[src/rtl/sgs_pkg.sv]
// Shared types, constants and the ordering function of the sign-grouped sorter.
// Depends on nothing; used by the cell, the top level and the checker.
package sgs_pkg;

	localparam int MAX_ITEMS_DEF = 32;
	localparam int VAL_W = 32;
	localparam int GRP_W = 2;
	localparam int RANK_W = GRP_W + VAL_W;

	// Group codes: a lower code is emitted first.
	localparam logic [GRP_W-1:0] GRP_NEG = 2'd0;
	localparam logic [GRP_W-1:0] GRP_POS = 2'd1;
	localparam logic [GRP_W-1:0] GRP_ZERO = 2'd2;

	// Control of every cell in the current cycle.
	typedef struct packed {
		logic insert;
		logic shift;
	} cell_ctrl_t;

	// Contents that a cell hands to its neighbor.
	typedef struct packed {
		logic valid;
		logic [VAL_W-1:0] value;
	} cell_bus_t;

	// Maps a value to an unsigned rank; a smaller rank leaves the chain first.
	// Negatives use the inverted bits so that values closest to zero come first.
	function automatic logic [RANK_W-1:0] sort_rank(input logic [VAL_W-1:0] v);
		logic [RANK_W-1:0] r;
		if (v[VAL_W-1]) begin
			r = {GRP_NEG, ~v};
		end else if (v != '0) begin
			r = {GRP_POS, v};
		end else begin
			r = {GRP_ZERO, {VAL_W{1'b0}}};
		end
		return r;
	endfunction

endpackage

[src/rtl/sign_grouped_sorter_top.sv]
// Sign-grouped sorter: a chain of MAX_ITEMS cells kept in emit order while loading.
// The first result is offered in the cycle after the closing item is accepted. It takes
// one item per cycle while loading, then gives one result per cycle while draining
// as long as m_axis_tready is high; the cell chain is busy for the whole drain.
// Reset clears every valid bit and the overflow flag at once.
module sign_grouped_sorter_top #(
	parameter int MAX_ITEMS = sgs_pkg::MAX_ITEMS_DEF
) (
	input  logic                      clk,
	input  logic                      arst_n,
	input  logic                      s_axis_tvalid,
	output logic                      s_axis_tready,
	input  logic [sgs_pkg::VAL_W-1:0] s_axis_tdata,  // [31:0] sample_value
	input  logic                      s_axis_tlast,  // last_item
	output logic                      m_axis_tvalid,
	input  logic                      m_axis_tready,
	output logic [sgs_pkg::VAL_W-1:0] m_axis_tdata,  // [31:0] sorted_value
	output logic                      m_axis_tlast,  // last_result
	output logic                      m_axis_tuser   // [0] overflowed
);
	import sgs_pkg::*;

	typedef enum logic {
		ST_LOAD,
		ST_DRAIN
	} state_t;

	state_t              state_q;
	logic                ovf_q;
	logic                in_acc;
	logic                out_acc;
	logic                full;
	cell_ctrl_t          ctrl;
	logic [RANK_W-1:0]   key_rank;
	cell_bus_t           bus_v [MAX_ITEMS];
	logic                take_v [MAX_ITEMS];

	assign s_axis_tready = (state_q == ST_LOAD);
	assign m_axis_tvalid = (state_q == ST_DRAIN);
	assign in_acc = s_axis_tvalid && s_axis_tready;
	assign out_acc = m_axis_tvalid && m_axis_tready;
	assign full = bus_v[MAX_ITEMS-1].valid;
	assign ctrl = '{insert: in_acc && !full, shift: out_acc};
	assign key_rank = sort_rank(s_axis_tdata);

	// The head cell is the output register.
	assign m_axis_tdata = bus_v[0].value;
	assign m_axis_tlast = !bus_v[1].valid;
	assign m_axis_tuser = ovf_q;

	// Row of cells; each takes from its left neighbor on insert, right on drain.
	for (genvar i = 0; i < MAX_ITEMS; i++) begin : g_cell
		cell_bus_t prev_b;
		cell_bus_t next_b;
		logic      prev_t;
		if (i == 0) begin : g_head
			assign prev_b = '0;
			assign prev_t = 1'b0;
		end else begin : g_body
			assign prev_b = bus_v[i-1];
			assign prev_t = take_v[i-1];
		end
		if (i == MAX_ITEMS - 1) begin : g_tail
			assign next_b = '0;
		end else begin : g_inner
			assign next_b = bus_v[i+1];
		end
		sgs_cell u_cell (
			.clk       (clk),
			.arst_n    (arst_n),
			.ctrl      (ctrl),
			.key_value (s_axis_tdata),
			.key_rank  (key_rank),
			.prev_bus  (prev_b),
			.prev_take (prev_t),
			.next_bus  (next_b),
			.bus       (bus_v[i]),
			.take      (take_v[i])
		);
	end

	// Load/drain sequencing and the overflow flag of the current vector.
	always_ff @(posedge clk or negedge arst_n) begin
		if (!arst_n) begin
			state_q <= ST_LOAD;
			ovf_q <= 1'b0;
		end else begin
			unique case (state_q)
				ST_LOAD: begin
					if (in_acc) begin
						if (full) begin
							ovf_q <= 1'b1;
						end
						if (s_axis_tlast) begin
							state_q <= ST_DRAIN;
						end
					end
				end
				ST_DRAIN: begin
					if (out_acc && m_axis_tlast) begin
						ovf_q <= 1'b0;
						state_q <= ST_LOAD;
					end
				end
				default: begin
					state_q <= ST_LOAD;
				end
			endcase
		end
	end

endmodule

[src/rtl/sgs_cell.sv]
// One cell of the insertion-sort chain: holds one element and its valid bit.
// Depends on sgs_pkg for the bus and control types and the ordering function.
module sgs_cell (
	input  logic                         clk,
	input  logic                         arst_n,
	input  sgs_pkg::cell_ctrl_t          ctrl,
	input  logic [sgs_pkg::VAL_W-1:0]    key_value,
	input  logic [sgs_pkg::RANK_W-1:0]   key_rank,
	input  sgs_pkg::cell_bus_t           prev_bus,
	input  logic                         prev_take,
	input  sgs_pkg::cell_bus_t           next_bus,
	output sgs_pkg::cell_bus_t           bus,
	output logic                         take
);
	import sgs_pkg::*;

	logic             valid_q;
	logic [VAL_W-1:0] value_q;

	// The new element belongs at or before this cell.
	assign take = !valid_q || (key_rank < sort_rank(value_q));
	assign bus = '{valid: valid_q, value: value_q};

	// Valid bit: shift toward the head on drain, make room on insert.
	always_ff @(posedge clk or negedge arst_n) begin
		if (!arst_n) begin
			valid_q <= 1'b0;
		end else if (ctrl.shift) begin
			valid_q <= next_bus.valid;
		end else if (ctrl.insert) begin
			if (prev_take) begin
				valid_q <= prev_bus.valid;
			end else if (take) begin
				valid_q <= 1'b1;
			end
		end
	end

	// Element register follows the same moves without a reset.
	always_ff @(posedge clk) begin
		if (ctrl.shift) begin
			value_q <= next_bus.value;
		end else if (ctrl.insert) begin
			if (prev_take) begin
				value_q <= prev_bus.value;
			end else if (take) begin
				value_q <= key_value;
			end
		end
	end

endmodule

[config.mk]
export PLATFORM = sky130hd
export DESIGN_NAME = sign_grouped_sorter_top
export DESIGN_NICKNAME = d
export VERILOG_FILES = /design/src/rtl/sgs_pkg.sv /design/src/rtl/sign_grouped_sorter_top.sv /design/src/rtl/sgs_cell.sv
export SDC_FILE = /design/constraint.sdc
export NUM_CORES = 2
export LEC_CHECK = 0
export BUFFER_PORTS_ARGS = -buffer_cell sky130_fd_sc_hd__buf_2
export CAP_MARGIN = 10
export CORE_MARGIN = 2
export CORE_UTILIZATION = 46
export CTS_CLUSTER_SIZE = 10
export DETAILED_ROUTE_END_ITERATION = 8
export GPL_TIMING_DRIVEN = 1
export PLACE_DENSITY_LB_ADDON = 0.1
export SLEW_MARGIN = 20
export SYNTH_ARGS = -nofsm -noshare
export SYNTH_HDL_FRONTEND = slang
export SYNTH_SLANG_ARGS = --single-unit
[constraint.sdc]
create_clock -name clk -period 14.37 [get_ports clk]
set_input_delay 0.7185 -clock clk [delete_from_list [all_inputs] [get_ports clk]]
set_output_delay 0.7185 -clock clk [all_outputs]
set_load 0.005 [all_outputs]
==> flow_summary.html <==
<table>
<tr><th>Metric</th><th>Value</th></tr>
<tr><th colspan="2">Route</th></tr>
<tr><td>Drt total wl</td><td>478000 microns</td></tr>
<tr><td>First DRT Iteration DRCs</td><td>13500</td></tr>
<tr><td>Drt drc</td><td>0</td></tr>
<tr><td>Detailed-route vias per instance</td><td>7.21</td></tr>
<tr><td>Via total after detailed routing</td><td>88200</td></tr>
<tr><td>Routed length per placed instance</td><td>39.1 microns</td></tr>
<tr><td>DRT antenna net count</td><td>0</td></tr>
<tr><td>1st-pass router iterations</td><td>7</td></tr>
<tr><th colspan="2">Job</th></tr>
<tr><td>Max-cap violations</td><td>1</td></tr>
<tr><th colspan="2">Timing</th></tr>
<tr><td>Count of final setup violators</td><td>0</td></tr>
<tr><td>Share of the clock period used by the worst path</td><td>49.4%</td></tr>
<tr><td>Headroom to the max-slew limit</td><td>1.66%</td></tr>
<tr><td>Minimum clock period after layout</td><td>7.10 ns</td></tr>
<tr><td>Hold Violations, Final</td><td>0</td></tr>
<tr><td>Number of slew-limit violations in the final report</td><td>0</td></tr>
<tr><td>Clock skew</td><td>0.0319 ns</td></tr>
<tr><td>Sum of negative setup slack</td><td>0 ns</td></tr>
<tr><td>RSZ-0062 raised after global routing</td><td>no</td></tr>
<tr><td>Pin slew with the least headroom to its limit</td><td>1.47 ns</td></tr>
<tr><td>Achievable Freq</td><td>141 MHz</td></tr>
<tr><th colspan="2">Critical path</th></tr>
<tr><td>Slowest Stage Delay on Critical Path</td><td>0.95 ns</td></tr>
<tr><td>Arrival @ worst endpoint</td><td>7.69 ns</td></tr>
<tr><td>Slowest cell on the critical path</td><td>a2111oi_4</td></tr>
<tr><td>Worst Setup Path Type</td><td>input port to flip-flop</td></tr>
<tr><td>Top Family by Delay on Critical Path</td><td>simple AND/OR/NAND/NOR gates</td></tr>
<tr><td>Startpoint type of the worst setup path</td><td>input port</td></tr>
<tr><td>Critical path data required time</td><td>14.96 ns</td></tr>
<tr><td>Max Fanout on Critical Path</td><td>32</td></tr>
<tr><td>Worst Reg-to-Reg Cells</td><td>16</td></tr>
<tr><td>Worst reg2reg startpoint</td><td>g_cell[0].u_cell.value_q[9]</td></tr>
<tr><td>WP buf/inv</td><td>3</td></tr>
<tr><td>Worst reg2reg setup slack</td><td>7.59 ns</td></tr>
<tr><td>Capturing element type of the critical path</td><td>flip-flop</td></tr>
<tr><td>Cell-by-cell listing of the critical path</td><td>buf_2, nor4_1, nand4_1, nor2_4, nor2_4, nand2_1, o21ai_4, buf_4, ha_1, nand3_1, or2_2, nor3_1, a2111oi_4, buf_4, nand3_2, o221a_2</td></tr>
<tr><td>Critical register-to-register path endpoint</td><td>g_cell[1].u_cell.value_q[18]</td></tr>
<tr><th colspan="2">Clock tree</th></tr>
<tr><td>CTS Buffer Depth</td><td>3</td></tr>
<tr><td>Count of clock tree sinks</td><td>1058</td></tr>
<tr><td>Hold buffer count at cts</td><td>1</td></tr>
<tr><td>Number of instances resized during post-cts repair</td><td>0</td></tr>
<tr><td>Post-CTS Setup Repair Bufs</td><td>0</td></tr>
<tr><td>Clock-pin slew reported for the worst setup and hold paths after clock tree synthesis</td><td>0.06 ns</td></tr>
<tr><td>Num CTS Buffers</td><td>138</td></tr>
<tr><td>Clock tree from TritonCTS</td><td>done</td></tr>
<tr><td>Worst-Skew Late Latency</td><td>0.85 ns</td></tr>
<tr><td>Count of H-tree levels built during CTS</td><td>4</td></tr>
<tr><td>Root buffer selected by CTS</td><td>clkbuf_16</td></tr>
<tr><th colspan="2">Floorplan</th></tr>
<tr><td>Horizontal die dimension</td><td>448 microns</td></tr>
<tr><td>Top-level port count</td><td>73</td></tr>
<tr><td>Core Rows</td><td>162</td></tr>
<tr><td>DIE HEIGHT</td><td>448 microns</td></tr>
<tr><td>Core region area</td><td>195000 sq um</td></tr>
<tr><td>Effective utilization at floorplan</td><td>46.4%</td></tr>
<tr><td>Full die area</td><td>201000 sq um</td></tr>
<tr><th colspan="2">GRT</th></tr>
<tr><td>Largest net degree at the start of global routing</td><td>264</td></tr>
<tr><td>Wire length of the first global-routing pass</td><td>655000 microns</td></tr>
<tr><td>Remaining global-route overflow</td><td>0</td></tr>
<tr><td>Number of antenna violations at the first check in global routing</td><td>43</td></tr>
<tr><td>Number of global-route vias before repair</td><td>82700</td></tr>
<tr><td>GR Util All Layers</td><td>46.5%</td></tr>
<tr><th colspan="2">Final layout</th></tr>
<tr><td>Storage cell area</td><td>31300 sq um</td></tr>
<tr><td>Filler cell count</td><td>18200</td></tr>
<tr><td>Number of nets in the finished design</td><td>10500</td></tr>
<tr><td>Area growth, synth to finish</td><td>9.24%</td></tr>
<tr><td>Area occupied by multi-input gates</td><td>56900 sq um</td></tr>
<tr><td>Fraction of final layout cells sized beyond drive strength 1</td><td>7.47%</td></tr>
<tr><td>Finished Core Util</td><td>50.7%</td></tr>
<tr><th colspan="2">Power</th></tr>
<tr><td>Total power after layout</td><td>28.8 mW</td></tr>
<tr><td>Total power divided by cell area</td><td>291 nW/um^2</td></tr>
<tr><td>Combinational power share</td><td>53.8%</td></tr>
<tr><td>Clock Power Share</td><td>12.0%</td></tr>
<tr><td>Worst IR drop on VDD</td><td>0.146 mV</td></tr>
<tr><td>Switching pwr</td><td>14.7 mW</td></tr>
<tr><td>Seq pwr share</td><td>34.2%</td></tr>
<tr><td>Leakage Power</td><td>40.0 nW</td></tr>
<tr><td>Proportion of total power due to net switching</td><td>50.9%</td></tr>
<tr><td>Cell internal power dissipation</td><td>14.2 mW</td></tr>
<tr><th colspan="2">Placed design</th></tr>
<tr><td>HPWL after DPL</td><td>320000 microns</td></tr>
<tr><td>RD Place Congestion</td><td>1.02</td></tr>
<tr><td>Number of buffer cells added on primary ports</td><td>72</td></tr>
<tr><th colspan="2">Synth</th></tr>
<tr><td>Leading register cell type out of synthesis</td><td>edfxtp_1</td></tr>
<tr><td>Post-synthesis sequential element count</td><td>1058</td></tr>
<tr><td>Nets in the synthesized netlist</td><td>10800</td></tr>
<tr><td>Yosys Warn Count</td><td>0</td></tr>
<tr><td>Number of enable-type register cells in the synthesized netlist</td><td>992</td></tr>
<tr><td>Average size of a mapped cell</td><td>9.27 sq um</td></tr>
<tr><td>Register area share after synthesis</td><td>34.5%</td></tr>
<tr><td>Number of instances in the synthesized netlist</td><td>9779</td></tr>
<tr><td>Post-synth design cell area</td><td>90700 sq um</td></tr>
<tr><td>Proportion of synthesized flip-flops having asynchronous set or reset</td><td>3.21%</td></tr>
<tr><td>Synth cell types</td><td>84</td></tr>
<tr><th colspan="2">Hold path</th></tr>
<tr><td>Min-delay worst type</td><td>input port to flip-flop</td></tr>
<tr><td>Worst min-delay path startpoint</td><td>s_axis_tlast</td></tr>
<tr><td>Hold Path End</td><td>m_axis_tvalid</td></tr>
<tr><td>Hold Path Depth</td><td>3</td></tr>
<tr><th colspan="2">Run status</th></tr>
<tr><td>Run status</td><td>complete, but fails checks</td></tr>
<tr><td>Failing checks</td><td>max-capacitance violations</td></tr>
</table>
flip-flops by register name, summed over array words and instances (netlist names):
| signal | flops |
|---|---|
| g_cell.u_cell.value_q | 1024 |
| m_axis_tvalid | 1 |
| m_axis_tuser | 1 |
| g_cell.u_cell.valid_q | 32 |
how the worst max path moves through the flow:
stage | from | endpoint | cells past startpoint | slack (ns)
4_1_cts | s_axis_tdata[30] | g_cell[11].u_cell.value_q[26] | 16 | 7.68
5_1_grt | s_axis_tdata[30] | g_cell[12].u_cell.value_q[23] | 16 | 7.38
3_3_place_gp | s_axis_tdata[27] | g_cell[11].u_cell.value_q[7] | 17 | 6.61
3_5_place_dp | s_axis_tdata[30] | g_cell[11].u_cell.value_q[26] | 16 | 6.81
6_report | s_axis_tdata[30] | g_cell[12].u_cell.value_q[20] | 16 | 7.27
2_1_floorplan | s_axis_tdata[31] | g_cell[2].u_cell.value_q[0] | 16 | 5.44
cell families after synthesis:
group                    count (synthesis)  synth area share, %
AND/OR/NAND/NOR                       2907                 14.7
AO/OA/AOI/OAI                         2285                 15.7
multiplexers                          1513                 16.7
flip-flops                            1058                 34.5
adder cells (fa/ha/maj)                992                 13.7
buffers and inverters                  951                 4.09
XOR/XNOR                                73                0.705
area by class of cell:
class                      instances  share of cell area [%]
clock inverter                    47                   0.386
antenna                           42                   0.106
timing repair buffer             354                    2.76
clock buffer                     185                    3.85
inverter                         148                   0.561
tap                             2624                    3.31
sequential                      1058                    31.6
multi-input combinational       7770                    57.4
power groups by stage:
stage	Clock (mW)	Sequential [mW]	Combinational, mW
floorplan	0	7.47	11.1
global placement	0	9.67	14.5
detailed placement	0	9.62	14.9
CTS	3.44	9.59	15.0
global route	3.54	9.73	16.9
finish	3.46	9.87	15.5
layout by cell type, fill, tap and decap left out, types with 14 or more instances in the layout:
master        n
o221a_2      36
o21ai_0     803
a221oi_1     14
buf_4       265
nand4_1     206
a211oi_1     62
clkinv_1     18
edfxtp_1    992
nand3_1     312
nor2_1      568
buf_2        70
a21oi_1     434
o32ai_1      32
ha_1        992
a31oi_1     132
and4_1       31
dfxtp_1      32
a311oi_1     21
nor3b_1      34
a21o_1      242
clkbuf_1     35
or3_1        40
nor3_1       94
xnor2_1      42
o31ai_1      42
nor2b_1      23
nor4_1      274
o211ai_1    215
o22ai_1      72
inv_1       148
clkbuf_16   144
o21a_1       25
diode_2      42
mux2i_1    1511
xor2_4       30
nand2_1    1234
dfrtp_1      29
metrics by stage:
stage | hold WS (ns) | setup WS [ns] | instances | cell area (sq um)
floorplan | 0.423 | 5.44 | 9779 | 90700
global placement | 0.434 | 6.61 | 11900 | 94400
detailed placement | 0.442 | 6.81 | 11900 | 94600
CTS | 0.145 | 7.68 | 12200 | 98800
global route | 0.168 | 7.38 | 12200 | 99000
finish | 0.168 | 7.27 | 12200 | 99100
synthesized netlist by cell type (36+ instances only):
master    count  area, sq um
a211oi_1     65          488
a21o_1      242         1820
a21oi_1     438         2190
a31oi_1     141          882
buf_1        37          139
buf_2        69          345
clkbuf_1    687         2580
edfxtp_1    992        29800
ha_1        992        12400
inv_1       148          556
mux2i_1    1511        15100
nand2_1    1248         4680
nand3_1     318         1590
nand4_1     206         1290
nor2_1      573         2150
nor3_1       95          475
nor4_1      274         1710
o211ai_1    215         1610
o21ai_0     811         4060
o221a_2      36          405
o22ai_1      74          463
o31ai_1      43          323
or3_1        41          257
xnor2_1      43          377
routing by layer:
layer	GRT usage [%]	vias up	routed length [microns]
met2	66.3	6627	197000
met1	55.1	42900	168000
met5	0.120	-	141
met3	14.9	2102	59000
met4	43.5	22	53100
li1	-	36500	-
worst register-to-register path: cells and delay by family (launching register included):
kind | cells | cell delay, ns
buffers and inverters | 2 | 0.85
AOI/OAI and AO/OA | 4 | 1.02
DFF | 1 | 0.79
muxes | 1 | 0.21
adders and majority gates | 1 | 0.19
and+or+nand+nor | 8 | 3.43
Note: power is estimated with default switching activity, not from simulation.
